===== src/hw/rtl/pidaw_pkg.sv =====
// Shared types and constants for the PID controller with integral clamp.
// Holds the datapath operation codes and the controller/datapath command and status structs.
`timescale 1ns / 1ps

package pidaw_pkg;

  localparam int STEP_W = 24;
  localparam int Q_FRAC = 16;

  localparam logic [1:0] REG_KP    = 2'd0;
  localparam logic [1:0] REG_KI    = 2'd1;
  localparam logic [1:0] REG_KD    = 2'd2;
  localparam logic [1:0] REG_LIMIT = 2'd3;

  typedef enum logic [3:0] {
    OP_NOP,
    OP_MUL_EDT,
    OP_INTEG,
    OP_DIV_STEP,
    OP_DIV_END,
    OP_MUL_P,
    OP_MUL_I,
    OP_MUL_D,
    OP_TERM_D,
    OP_FINISH
  } dp_op_t;

  typedef struct packed {
    logic   load;
    dp_op_t op;
  } dp_cmd_t;

  typedef struct packed {
    logic dt_zero;
    logic out_busy;
  } dp_status_t;

endpackage


===== src/hw/rtl/pid_controller_antiwindup_top.sv =====
// PID controller with integral clamp: one result per input beat. The derivative comes from
// a one-bit-per-cycle divider, which is skipped when the time step is zero. One item is in
// work at a time; a finished result waits in the output register, and while the output is
// stalled the controller holds in its finish state until the previous result is taken.
// Synchronous reset clears gains, state and the output valid, and sets the windup limit to
// its maximum. Depends on pidaw_pkg, pidaw_ctrl and pidaw_dp.
`timescale 1ns / 1ps

module pid_controller_antiwindup_top #(
  parameter int DATA_WIDTH   = 32,
  parameter int DT_FRAC_BITS = 24
) (
  input  logic                  clk,
  input  logic                  rst_n,
  input  logic                  in_tvalid,
  output logic                  in_tready,
  // error_sample, step_time, zero fill
  input  logic [((DATA_WIDTH+pidaw_pkg::STEP_W+7)/8)*8-1:0] in_tdata,
  output logic                  out_tvalid,
  input  logic                  out_tready,
  // drive, zero fill
  output logic [((DATA_WIDTH+7)/8)*8-1:0] out_tdata,
  // saturated
  output logic                  out_tuser,
  input  logic                  cfg_we,
  input  logic [1:0]            cfg_index,
  input  logic [DATA_WIDTH-1:0] cfg_wdata
);
  import pidaw_pkg::*;

  localparam int OUT_W = ((DATA_WIDTH + 7) / 8) * 8;

  dp_cmd_t         cmd;
  dp_status_t      status;
  logic [DATA_WIDTH-1:0] drive;

  pidaw_ctrl #(
    .DIV_STEPS(DATA_WIDTH + 1 + DT_FRAC_BITS)
  ) u_ctrl (
    .clk      (clk),
    .rst_n    (rst_n),
    .in_valid (in_tvalid),
    .in_ready (in_tready),
    .cmd      (cmd),
    .status   (status)
  );

  pidaw_dp #(
    .DATA_WIDTH  (DATA_WIDTH),
    .DT_FRAC_BITS(DT_FRAC_BITS)
  ) u_dp (
    .clk          (clk),
    .rst_n        (rst_n),
    .cmd          (cmd),
    .status       (status),
    .cfg_we       (cfg_we),
    .cfg_index    (cfg_index),
    .cfg_wdata    (cfg_wdata),
    .error_sample (in_tdata[DATA_WIDTH-1:0]),
    .step_time    (in_tdata[DATA_WIDTH +: STEP_W]),
    .drive        (drive),
    .saturated    (out_tuser),
    .out_valid    (out_tvalid),
    .out_ready    (out_tready)
  );

  assign out_tdata = OUT_W'(drive);

endmodule


===== src/hw/rtl/pidaw_dp.sv =====
// Datapath of the PID controller: gain registers, state, shared multiplier and bit-serial divider.
// Depends on pidaw_pkg for the command and status types.
`timescale 1ns / 1ps

module pidaw_dp #(
  parameter int DATA_WIDTH   = 32,
  parameter int DT_FRAC_BITS = 24
) (
  input  logic                         clk,
  input  logic                         rst_n,
  input  pidaw_pkg::dp_cmd_t           cmd,
  output pidaw_pkg::dp_status_t        status,
  input  logic                         cfg_we,
  input  logic [1:0]                   cfg_index,
  input  logic [DATA_WIDTH-1:0]        cfg_wdata,
  input  logic [DATA_WIDTH-1:0]        error_sample,
  input  logic [pidaw_pkg::STEP_W-1:0] step_time,
  output logic [DATA_WIDTH-1:0]        drive,
  output logic                         saturated,
  output logic                         out_valid,
  input  logic                         out_ready
);
  import pidaw_pkg::*;

  localparam int DW = DATA_WIDTH;
  localparam int MW = (DW > STEP_W) ? DW : STEP_W;
  localparam int PW = 2 * MW;
  localparam int NW = DW + 1 + DT_FRAC_BITS;
  localparam int SW = (PW > NW) ? PW : NW;
  localparam logic [SW-1:0] TOP = SW'(1) << (DW - 1);

  function automatic logic [DW:0] sat_mag(input logic [SW-1:0] m, input logic neg);
    logic [SW-1:0] nm;
    nm = ~m + SW'(1);
    if (neg) begin
      if (m > TOP) sat_mag = {1'b1, TOP[DW-1:0]};
      else sat_mag = {1'b0, nm[DW-1:0]};
    end else begin
      if (m > TOP - SW'(1)) sat_mag = {1'b1, ~TOP[DW-1:0]};
      else sat_mag = {1'b0, m[DW-1:0]};
    end
  endfunction

  function automatic logic [DW-1:0] mag_of(input logic [DW-1:0] v);
    mag_of = v[DW-1] ? (~v + DW'(1)) : v;
  endfunction

  logic [DW-1:0]     kp_r, ki_r, kd_r;
  logic [DW-2:0]     limit_r;
  logic [DW-1:0]     integral_r, last_r, e_r, deriv_r;
  logic [STEP_W-1:0] dt_r;
  logic [PW-1:0]     prod_r;
  logic              prod_neg_r, prod_dt_r;
  logic [DW-1:0]     tp_r, ti_r, td_r;
  logic              flag_r;
  logic [NW-1:0]     q_r;
  logic [STEP_W-1:0] rem_r;
  logic              dneg_r;
  logic [DW-1:0]     drive_r;
  logic              sat_r, out_valid_r;

  logic [MW-1:0]     mul_a, mul_b;
  logic              mul_neg;
  logic [PW-1:0]     shifted;
  logic [DW:0]       term;
  logic [DW:0]       isum;
  logic [DW:0]       lim_pos, lim_neg;
  logic [DW:0]       num;
  logic [DW:0]       nmag;
  logic [STEP_W:0]   trial;
  logic [DW+1:0]     tsum;
  logic [DW+1:0]     tmag;
  logic [DW:0]       dsat, fsat;

  always_comb begin
    mul_a   = '0;
    mul_b   = '0;
    mul_neg = 1'b0;
    case (cmd.op)
      OP_MUL_EDT: begin
        mul_a   = MW'(mag_of(e_r));
        mul_b   = MW'(dt_r);
        mul_neg = e_r[DW-1];
      end
      OP_MUL_P: begin
        mul_a   = MW'(mag_of(kp_r));
        mul_b   = MW'(mag_of(e_r));
        mul_neg = kp_r[DW-1] ^ e_r[DW-1];
      end
      OP_MUL_I: begin
        mul_a   = MW'(mag_of(ki_r));
        mul_b   = MW'(mag_of(integral_r));
        mul_neg = ki_r[DW-1] ^ integral_r[DW-1];
      end
      OP_MUL_D: begin
        mul_a   = MW'(mag_of(kd_r));
        mul_b   = MW'(mag_of(deriv_r));
        mul_neg = kd_r[DW-1] ^ deriv_r[DW-1];
      end
      default: ;
    endcase
  end

  assign shifted = prod_dt_r ? (prod_r >> DT_FRAC_BITS) : (prod_r >> Q_FRAC);
  assign term    = sat_mag(SW'(shifted), prod_neg_r);

  assign isum    = {integral_r[DW-1], integral_r} + {term[DW-1], term[DW-1:0]};
  assign lim_pos = {2'b00, limit_r};
  assign lim_neg = ~lim_pos + (DW+1)'(1);
  assign num     = {e_r[DW-1], e_r} - {last_r[DW-1], last_r};
  assign nmag    = num[DW] ? (~num + (DW+1)'(1)) : num;
  assign trial   = {rem_r, q_r[NW-1]};
  assign dsat    = sat_mag(SW'(q_r), dneg_r);
  assign tsum    = {{2{tp_r[DW-1]}}, tp_r} + {{2{ti_r[DW-1]}}, ti_r}
                 + {{2{td_r[DW-1]}}, td_r};
  assign tmag    = tsum[DW+1] ? (~tsum + (DW+2)'(1)) : tsum;
  assign fsat    = sat_mag(SW'(tmag), tsum[DW+1]);

  always_ff @(posedge clk) begin
    if (!rst_n) begin
      kp_r        <= '0;
      ki_r        <= '0;
      kd_r        <= '0;
      limit_r     <= '1;
      integral_r  <= '0;
      last_r      <= '0;
      out_valid_r <= 1'b0;
      flag_r      <= 1'b0;
    end else begin
      if (out_valid_r && out_ready) out_valid_r <= 1'b0;
      if (cfg_we) begin
        unique case (cfg_index)
          REG_KP:    kp_r <= cfg_wdata;
          REG_KI:    ki_r <= cfg_wdata;
          REG_KD:    kd_r <= cfg_wdata;
          REG_LIMIT: limit_r <= cfg_wdata[DW-2:0];
          default: ;
        endcase
        if (cfg_index != REG_LIMIT) begin
          integral_r <= '0;
          last_r     <= '0;
        end
      end
      if (cmd.load) begin
        e_r    <= error_sample;
        dt_r   <= step_time;
        flag_r <= 1'b0;
      end
      if (cmd.op == OP_MUL_EDT || cmd.op == OP_MUL_P || cmd.op == OP_MUL_I
          || cmd.op == OP_MUL_D) begin
        prod_r     <= PW'(mul_a) * PW'(mul_b);
        prod_neg_r <= mul_neg;
        prod_dt_r  <= (cmd.op == OP_MUL_EDT);
      end
      case (cmd.op)
        OP_INTEG: begin
          flag_r <= flag_r | term[DW];
          if ($signed(isum) > $signed(lim_pos)) integral_r <= lim_pos[DW-1:0];
          else if ($signed(isum) < $signed(lim_neg)) integral_r <= lim_neg[DW-1:0];
          else integral_r <= isum[DW-1:0];
          deriv_r <= '0;
          dneg_r  <= num[DW];
          q_r     <= {nmag, {DT_FRAC_BITS{1'b0}}};
          rem_r   <= '0;
        end
        OP_DIV_STEP: begin
          if (trial >= {1'b0, dt_r}) begin
            rem_r <= STEP_W'(trial - {1'b0, dt_r});
            q_r   <= {q_r[NW-2:0], 1'b1};
          end else begin
            rem_r <= trial[STEP_W-1:0];
            q_r   <= {q_r[NW-2:0], 1'b0};
          end
        end
        OP_DIV_END: begin
          deriv_r <= dsat[DW-1:0];
          flag_r  <= flag_r | dsat[DW];
        end
        OP_MUL_I: begin
          tp_r   <= term[DW-1:0];
          flag_r <= flag_r | term[DW];
        end
        OP_MUL_D: begin
          ti_r   <= term[DW-1:0];
          flag_r <= flag_r | term[DW];
        end
        OP_TERM_D: begin
          td_r   <= term[DW-1:0];
          flag_r <= flag_r | term[DW];
        end
        OP_FINISH: begin
          drive_r     <= fsat[DW-1:0];
          sat_r       <= flag_r | fsat[DW];
          out_valid_r <= 1'b1;
          last_r      <= e_r;
        end
        default: ;
      endcase
    end
  end

  assign status.dt_zero  = (dt_r == '0);
  assign status.out_busy = out_valid_r;
  assign drive     = drive_r;
  assign saturated = sat_r;
  assign out_valid = out_valid_r;

endmodule


===== src/hw/rtl/pidaw_ctrl.sv =====
// Controller state machine of the PID controller, sequencing the shared datapath.
// Depends on pidaw_pkg for the command and status types.
`timescale 1ns / 1ps

module pidaw_ctrl #(
  parameter int DIV_STEPS = 57
) (
  input  logic                  clk,
  input  logic                  rst_n,
  input  logic                  in_valid,
  output logic                  in_ready,
  output pidaw_pkg::dp_cmd_t    cmd,
  input  pidaw_pkg::dp_status_t status
);
  import pidaw_pkg::*;

  localparam int CW = (DIV_STEPS > 1) ? $clog2(DIV_STEPS) : 1;

  typedef enum logic [3:0] {
    S_IDLE, S_MEDT, S_INTEG, S_DIV, S_DEND, S_MP, S_MI, S_MD, S_TD, S_FIN
  } state_t;

  state_t        state_r;
  logic [CW-1:0] cnt_r;

  assign in_ready = rst_n && (state_r == S_IDLE);

  always_comb begin
    cmd.load = in_valid && (state_r == S_IDLE);
    cmd.op   = OP_NOP;
    unique case (state_r)
      S_MEDT:  cmd.op = OP_MUL_EDT;
      S_INTEG: cmd.op = OP_INTEG;
      S_DIV:   cmd.op = OP_DIV_STEP;
      S_DEND:  cmd.op = OP_DIV_END;
      S_MP:    cmd.op = OP_MUL_P;
      S_MI:    cmd.op = OP_MUL_I;
      S_MD:    cmd.op = OP_MUL_D;
      S_TD:    cmd.op = OP_TERM_D;
      S_FIN:   cmd.op = status.out_busy ? OP_NOP : OP_FINISH;
      default: cmd.op = OP_NOP;
    endcase
  end

  always_ff @(posedge clk) begin
    if (!rst_n) begin
      state_r <= S_IDLE;
      cnt_r   <= '0;
    end else begin
      unique case (state_r)
        S_IDLE:  if (in_valid) state_r <= S_MEDT;
        S_MEDT:  state_r <= S_INTEG;
        S_INTEG: begin
          cnt_r   <= '0;
          state_r <= status.dt_zero ? S_MP : S_DIV;
        end
        S_DIV: begin
          cnt_r <= cnt_r + CW'(1);
          if (cnt_r == CW'(DIV_STEPS - 1)) state_r <= S_DEND;
        end
        S_DEND:  state_r <= S_MP;
        S_MP:    state_r <= S_MI;
        S_MI:    state_r <= S_MD;
        S_MD:    state_r <= S_TD;
        S_TD:    state_r <= S_FIN;
        S_FIN:   if (!status.out_busy) state_r <= S_IDLE;
        default: state_r <= S_IDLE;
      endcase
    end
  end

endmodule


===== config.mk =====
export PLATFORM = sky130hd
export DESIGN_NAME = pid_controller_antiwindup_top
export DESIGN_NICKNAME = d
export VERILOG_FILES = /design/src/hw/rtl/pidaw_pkg.sv /design/src/hw/rtl/pid_controller_antiwindup_top.sv /design/src/hw/rtl/pidaw_dp.sv /design/src/hw/rtl/pidaw_ctrl.sv
export SDC_FILE = /design/constraint.sdc
export NUM_CORES = 2
export LEC_CHECK = 0
export ABC_AREA = 1
export BUFFER_PORTS_ARGS = -buffer_cell sky130_fd_sc_hd__buf_2
export CAP_MARGIN = 20
export CORE_UTILIZATION = 45
export CTS_CLUSTER_SIZE = 14
export DETAILED_ROUTE_END_ITERATION = 16
export GPL_ROUTABILITY_DRIVEN = 0
export MAX_ROUTING_LAYER = met4
export SETUP_SLACK_MARGIN = 0.15
export SLEW_MARGIN = 40
export SYNTH_ARGS = -nofsm -noshare
export SYNTH_HDL_FRONTEND = slang
export SYNTH_SLANG_ARGS = --single-unit

===== constraint.sdc =====
create_clock -name clk -period 14.1 [get_ports clk]
set_input_delay 0.705 -clock clk [delete_from_list [all_inputs] [get_ports clk]]
set_output_delay 0.705 -clock clk [all_outputs]
set_load 0.05 [all_outputs]

== Yosys cells after proc, flatten, opt, wreduce, memory -nomap -nowiden ==
Index checks and enable logic that the tools add are counted.

* Bitwise operators: 18
* Magnitude comparators: 9
* Mux-type cells: 44
* Reduce and logical (&&, ||, !) cells: 35
* Multiply operators: 1
* Shift operators: 0
* Divide/modulo/power cells: 0
* Eq/ne operators: 26
* Add/sub/neg operators: 18

{| class="wikitable"
|+ Operator list
! kind !! number
|-
| $mux 32 || 12
|-
| $mux 33 || 10
|-
| $add 32x1->32 const B || 9
|-
| $not 32->32 || 9
|-
| $pmux 32 s4 || 2
|-
| $pmux 57 s2 || 1
|-
| $add 32x32->33 || 2
|-
| $add 33x1->33 const B || 2
|-
| $mul 32x32->64 || 1
|-
| $pmux 32 s2 || 1
|-
| $gt 57x31->1 const B || 1
|-
| $gt 57x32->1 const B || 1
|-
| $gt 48x31->1 const B || 1
|-
| $gt 48x32->1 const B || 1
|-
| $mux 48 || 1
|-
| $pmux 24 s2 || 1
|-
| $pmux 4 s10 || 1
|-
| $pmux 4 s9 || 1
|-
| $add 34x1->34 const B || 1
|-
| $add 34x34->34 || 1
|-
| $gt 34x31->1 const B || 1
|-
| $gt 34x32->1 const B || 1
|-
| $mux 34 || 1
|-
| $not 34->34 || 1
|-
| 36 further kinds || 88
|}

* Logic and storage cells: 175
* Bits of input ports: 95
* Latch bits: 0
* Output and inout port bits: 35
* Memory bits (read-only): 0
* Bits in registers: 568
* Memories: 0
* RAM bits: 0

== Logic depth before layout (Yosys ltp) ==
* Depth in word-level cells: 10
* Depth in mapped cells: 51
* Depth with buffers taken out: 50

== By module ==
Synthesis repeated with hierarchy kept, for this count alone.

* Cells, all modules: 9866
* Area, all modules: 74311.3 um^2

{| class="wikitable"
|+ By module, submodules not included
! module !! instances !! seq. area each (um^2) !! area each (um^2) !! cells each
|-
| pidaw_dp || 1 || 14343.8 || 73684.4 || 9764
|-
| pidaw_ctrl || 1 || 200.2 || 626.9 || 102
|}

== Least setup slack after synthesis ==
No wires, ideal clock.

* Kind: register to register
* From: reg u_dp.e_r[1]
* To: reg u_dp.prod_r[49], data pin
* Cell stages (with the launch flop): 44
* Buffers on the path: 2
* Setup time: 0.259 ns
* Period minus slack after synthesis: 8.848 ns
* Path slack: 5.252 ns
* Arrival time: 8.589 ns
* Cell sequence: edfxtp_1 -> inv_1 -> ha_1 -> inv_1 -> nor3_1 -> nand2_1 -> nor3_1 -> nand4_1 -> nor2_1 -> inv_1 -> o21ai_0 -> xor2_1 -> nand2_1 -> o21ai_0 -> nor2_1 -> inv_1 -> clkbuf_1 -> buf_1 -> [... 8 more ...] -> inv_1 -> fa_1 -> fa_1 -> inv_1 -> fa_1 -> inv_1 -> ha_1 -> a21oi_1 -> inv_1 -> a31oi_1 -> inv_1 -> a21oi_1 -> o21ai_0 -> a21oi_1 -> o21ai_0 -> nand3_1 -> nand2_1 -> xor2_1

* Cells in the longest elaborated chain, start to end: 5
* Elaborated cells between the ends (all ways): 6
* Those cells by class: add/sub: 1; mul: 1; mux: 3; bitwise: 1

{| class="wikitable"
|+ Ends and longest elaborated chain
! what !! RTL line !! RTL
|-
| from (decl) || pidaw_dp.sv:50 || <nowiki>logic [DW-1:0] integral_r, last_r, e_r, deriv_r;</nowiki>
|-
| from (signal assigned) || pidaw_dp.sv:145 || <nowiki>e_r <= error_sample;</nowiki>
|-
| $not 32->32 || pidaw_dp.sv:45 || <nowiki>mag_of = v[DW-1] ? (~v + DW'(1)) : v;</nowiki>
|-
| $add 32x1->32 || pidaw_dp.sv:45 ||
|-
| $mux 32 (*) || pidaw_dp.sv:45 ||
|-
| $pmux 32 s4 || pidaw_dp.sv:79 || <nowiki>case (cmd.op)</nowiki>
|-
| $mul 32x32->64 (*) || pidaw_dp.sv:151 || <nowiki>prod_r <= PW'(mul_a) * PW'(mul_b);</nowiki>
|-
| to (signal assigned) || pidaw_dp.sv:151 ||
|-
| to (decl) || pidaw_dp.sv:52 || <nowiki>logic [PW-1:0] prod_r;</nowiki>
|}

Mark *: on every way between the ends. The rest lies on a longest branch, timed or not.
A chain may end at the register's enable or synchronous reset.

== Worst setup path in the final report ==
Ends and elaborated chain as after synthesis.

==> flow_summary.rst <==
.. list-table::
   :header-rows: 1

   * - Metric
     - Value
   * - Root buf cell
     - sky130_fd_sc_hd__clkbuf_16
   * - Most used flip-flop cell after synthesis
     - sky130_fd_sc_hd__edfxtp_1
   * - Final clock period utilization by the worst path
     - between 70% and 80%
   * - Clock edge transition at the registers on the reported setup and hold paths
     - roughly 60 ps
   * - Final global-route overflow total
     - 0
   * - Port bufs
     - around 130
   * - Total die area
     - between 150000 and 200000 sq um
   * - Required time of the critical path
     - ~15000 ps
   * - Number of antenna violations at the first check in global routing
     - 12
   * - Worst relative slew slack
     - about 34%
   * - DR vias/cell
     - around 5.7
   * - Reg2reg path depth
     - between 40 and 50
   * - Number of sinks on the clock net
     - between 500 and 600
   * - Highest-delay cell along the critical path
     - sky130_fd_sc_hd__clkinv_1
   * - Clk_skew
     - ~27 ps
   * - Final non-filler cell total
     - 12.1k
   * - Residual DRC
     - 0
   * - Min-Delay Path Depth
     - 1
   * - Sequential fraction of the synthesis area
     - approximately 19%
   * - Gr busiest metal
     - met2
   * - Y dimension of the die
     - approximately 400 um
   * - Number of global-route vias before repair
     - between 60k and 70k
   * - PD cells
     - around 120 nW/um^2
   * - Arrival time of data at the critical path endpoint
     - between 10000 and 15000 ps
   * - Leading cell type in the layout, fill and taps excluded
     - sky130_fd_sc_hd__nand2_1
   * - Setup crit end kind
     - register
   * - Setup slack of the worst register-to-register path
     - roughly 2900 ps
   * - Width of the die
     - around 410 um
   * - Min-delay src
     - in_tdata[52]
   * - Type of the worst setup path
     - register to register
   * - Type of the worst min-delay path
     - input port to register
   * - Share of flip-flops with an asynchronous set or reset
     - 0%
   * - Post-cts sizing count
     - 0
   * - Placed instance count
     - roughly 12k
   * - Clock buffers created by TritonCTS
     - 66
   * - Internal power
     - 0.00471 W
   * - Number of max-capacitance violations reported
     - 0
   * - Starting density of the core
     - a little under half
   * - Run status
     - complete, no violations
   * - Synth Net Count
     - between 10k and 15k
   * - H-Tree Level Count
     - 3
   * - Synthesis-to-finish area growth
     - 7.29%
   * - Count of final hold-check violations
     - 0
   * - Number of top-level pins
     - 130
   * - Commonest cells after routing, fill and taps aside
     - sky130_fd_sc_hd__nand2_1 (1899), sky130_fd_sc_hd__inv_1 (1864), sky130_fd_sc_hd__nor2_1 (1161)
   * - Count of vias placed by the detailed router
     - 68.8k
   * - Met2 global-route usage
     - between 50 and 60%
   * - Overall routed net length
     - 272000 um
   * - Post-route antenna net violation count
     - 0
   * - Buffers inserted by post-CTS timing repair
     - 0
   * - Relative contribution of the clock network to total power
     - ~18%
   * - Count of nets after finishing
     - 11.4k
   * - Net switching power figure
     - 0.00510 W
   * - Warning count from the yosys run
     - 0
   * - Number of distinct standard cells referenced by the synthesized netlist
     - a little under 80
   * - Post-Syn Area per Cell
     - about 7.6 sq um
   * - Worst-case hold path end point
     - u_dp.dt_r[20]$_DFFE_PP_
   * - Fraction of layout instances using a drive strength above 1
     - between 6 and 7%
   * - CTS tree
     - done
   * - Number of violations reported at the end of detailed-routing iteration 0
     - around 7.0k
   * - Area of the core
     - about 170000 sq um
   * - VDD IR-drop max
     - between 0.0001 and 0.00015 V
   * - First-pass GRT wire length
     - 411000 um
   * - Maximum operating frequency
     - about 89 MHz
   * - Met3 routing resource usage after global routing
     - approximately 6.9%
   * - Maximum clock insertion buffer count
     - 3
   * - Max-slew violations
     - 0
   * - Detailed Routing Iterations Pass 1
     - 9
   * - CP max FO
     - 23
   * - Delay contributed by the slowest stage of the critical path
     - around 630 ps
   * - Time the worst path needs with I/O delays and setup
     - approximately 11000 ps
   * - TNS Setup
     - 0 ps
   * - Clock Latency Late Sink
     - approximately 670 ps
   * - Global-route usage over all layers
     - 33.1%
   * - Worst path most repeated cell
     - sky130_fd_sc_hd__fa_1
   * - Switching fraction of total power
     - around 52%
   * - FF+latch count, synth
     - between 500 and 600
   * - RSZ-0062 raised after global routing
     - no
   * - Element type at the critical path start
     - register
   * - Half-perimeter wire length after placement
     - between 200000 and 250000 um
   * - Routed WL per cell
     - 22.4 um
   * - Part of the power in combinational logic
     - about three fifths
   * - Post-synth EDFFs
     - ~350
   * - Largest net degree at the start of global routing
     - between 70 and 80
   * - Finish-stage setup viols
     - 0
   * - Mapped Cells
     - about 10k
   * - Site Rows
     - between 100 and 150
   * - Source of the worst register-to-register timing path
     - u_dp.e_r[1]$_DFFE_PP_
   * - Transition time of the tightest slew-check pin
     - 977 ps
   * - Cts-stage hold buffer count
     - 0
   * - R2R Path End
     - u_dp.prod_r[49]$_DFFE_PP_
   * - Fraction of met1 tracks used by global routing
     - between 40% and 50%
   * - Leakage power of the design
     - roughly 38 nW
   * - Register share of total power
     - 22.8%
   * - Cell area after synthesis
     - roughly 75000 sq um
==> worst max-delay path, delay by kind of cell, from the launching register on <==
kind | cells | cell delay, ps
flops | 1 | 430
fa+ha+maj | 10 | 4670
simple gates | 16 | 2680
compound gates | 5 | 950
buf+inv | 9 | 1540
xor+xnor | 2 | 620
==> synth_stat cells (5+ instances only) <==
master                     number  area, sq um
sky130_fd_sc_hd__o211ai_1      23          173
sky130_fd_sc_hd__o32ai_1       31          272
sky130_fd_sc_hd__a21oi_1      533         2670
sky130_fd_sc_hd__nor2_2        24          150
sky130_fd_sc_hd__nand2_2       39          244
sky130_fd_sc_hd__a211oi_1      13         97.6
sky130_fd_sc_hd__inv_1       1880         7060
sky130_fd_sc_hd__nand4_1      120          751
sky130_fd_sc_hd__inv_2         23         86.3
sky130_fd_sc_hd__dfxtp_1      203         4060
sky130_fd_sc_hd__nor3_1       109          546
sky130_fd_sc_hd__nand3_1      396         1980
sky130_fd_sc_hd__buf_6          6         67.6
sky130_fd_sc_hd__nand3b_1      33          248
sky130_fd_sc_hd__nand2_1     1900         7130
sky130_fd_sc_hd__nor4_1        54          338
sky130_fd_sc_hd__or2_2         22          138
sky130_fd_sc_hd__a21o_1        21          158
sky130_fd_sc_hd__buf_2         41          205
sky130_fd_sc_hd__o21bai_4      19          357
sky130_fd_sc_hd__o31ai_1       17          128
sky130_fd_sc_hd__o21ai_1       14         70.1
sky130_fd_sc_hd__nor2_4        11          124
sky130_fd_sc_hd__a21oi_2        7         61.3
sky130_fd_sc_hd__o21a_1        17          128
sky130_fd_sc_hd__o21bai_1      26          195
sky130_fd_sc_hd__nand3_2       14          140
sky130_fd_sc_hd__xnor2_1       76          666
sky130_fd_sc_hd__a31oi_1       24          150
sky130_fd_sc_hd__buf_1         19         71.3
sky130_fd_sc_hd__fa_1         900        18000
sky130_fd_sc_hd__o221ai_1      23          201
sky130_fd_sc_hd__nor2_1      1176         4410
sky130_fd_sc_hd__o22ai_1        5         31.3
sky130_fd_sc_hd__edfxtp_1     349        10500
sky130_fd_sc_hd__clkinv_1      19         71.3
sky130_fd_sc_hd__ha_1         492         6160
sky130_fd_sc_hd__o21ai_0      598         2990
sky130_fd_sc_hd__xor2_1       263         2300
sky130_fd_sc_hd__clkbuf_1     262          983
sky130_fd_sc_hd__a221oi_1       8         70.1
sky130_fd_sc_hd__nor3_2        16          160
sky130_fd_sc_hd__a21boi_0      11         82.6
==> power by group through the flow <==
| stage | logic (W) | clock network [W] | registers (W) |
|---|---|---|---|
| floorplan | 0.00363 | 0 | 0.00214 |
| global placement | 0.00550 | 0 | 0.00226 |
| detailed placement | 0.00558 | 0 | 0.00226 |
| CTS | 0.00561 | 0.00183 | 0.00222 |
| global route | 0.00626 | 0.00189 | 0.00225 |
| finish | 0.00576 | 0.00181 | 0.00224 |
==> cells by family (layout without fill, tap and decap cells) <==
family | after synthesis | after routing | synth area share (%)
simple gates | 3939 | 3939 | 22.2
buf+inv | 2257 | 2307 | 11.5
compound gates | 1418 | 1418 | 10.8
fa+ha+maj | 1392 | 1392 | 32.2
flops | 552 | 552 | 19.4
xor+xnor | 340 | 340 | 3.98
other cells | 0 | 10 | 0
==> registers in the layout (all words and copies together) (netlist names), 4 cells and up <==
register and count:
u_ctrl.cnt_r 6, u_ctrl.state_r 4, u_dp.deriv_r 32, u_dp.drive 32, u_dp.dt_r 24, u_dp.e_r 32
u_dp.integral_r 32, u_dp.kd_r 32, u_dp.ki_r 32, u_dp.kp_r 32, u_dp.last_r 32, u_dp.limit_r 31
u_dp.prod_r 48, u_dp.q_r 57, u_dp.rem_r 24, u_dp.td_r 32, u_dp.ti_r 32, u_dp.tp_r 32
==> final cells by class <==
class | instances | area, sq um
inverters | 1922 | 7230
well taps | 2189 | 2740
flip-flops and latches | 552 | 14500
diodes | 10 | 25.0
clock buffers | 83 | 1790
clock inverters | 35 | 443
multi-input cells | 7089 | 52000
fillers | 16351 | 84700
repair buffers | 267 | 1720
==> layer usage <==
| metal | wire [um] | vias up |
|---|---|---|
| met5 | 0 | - |
| met4 | 16000 | 0 |
| met3 | 28700 | 829 |
| met2 | 119000 | 3729 |
| met1 | 108000 | 33147 |
| li1 | - | 31131 |
==> metrics by stage <==
stage / hold WS (ps) / total power [W] / cell area (sq um) / setup slack (ps) / util (%)
finish: 205 / 0.00981 / 80500 / 2930 / 48.7
global placement: 453 / 0.00775 / 78100 / 3330 / 47.3
global route: 187 / 0.0104 / 80500 / 2450 / 48.7
detailed placement: 463 / 0.00784 / 78200 / 3160 / 47.4
floorplan: 429 / 0.00577 / 75000 / 5250 / -
CTS: 172 / 0.00967 / 80500 / 3150 / 48.7
==> how the worst max path moves through the flow <==
| stage | from | end | depth (start not counted) |
|---|---|---|---|
| final | u_dp.e_r[1]$_DFFE_PP_ | u_dp.prod_r[49]$_DFFE_PP_ | 42 |
| after global routing | u_dp.e_r[1]$_DFFE_PP_ | u_dp.prod_r[49]$_DFFE_PP_ | 42 |
| after CTS | u_dp.e_r[1]$_DFFE_PP_ | u_dp.prod_r[49]$_DFFE_PP_ | 42 |
| after detailed placement | u_dp.e_r[1]$_DFFE_PP_ | u_dp.prod_r[49]$_DFFE_PP_ | 42 |
| after global placement | u_dp.e_r[1]$_DFFE_PP_ | u_dp.prod_r[49]$_DFFE_PP_ | 42 |
| after floorplan | u_dp.e_r[1]$_DFFE_PP_ | u_dp.prod_r[49]$_DFFE_PP_ | 43 |
(Power assumes the default switching activity.)
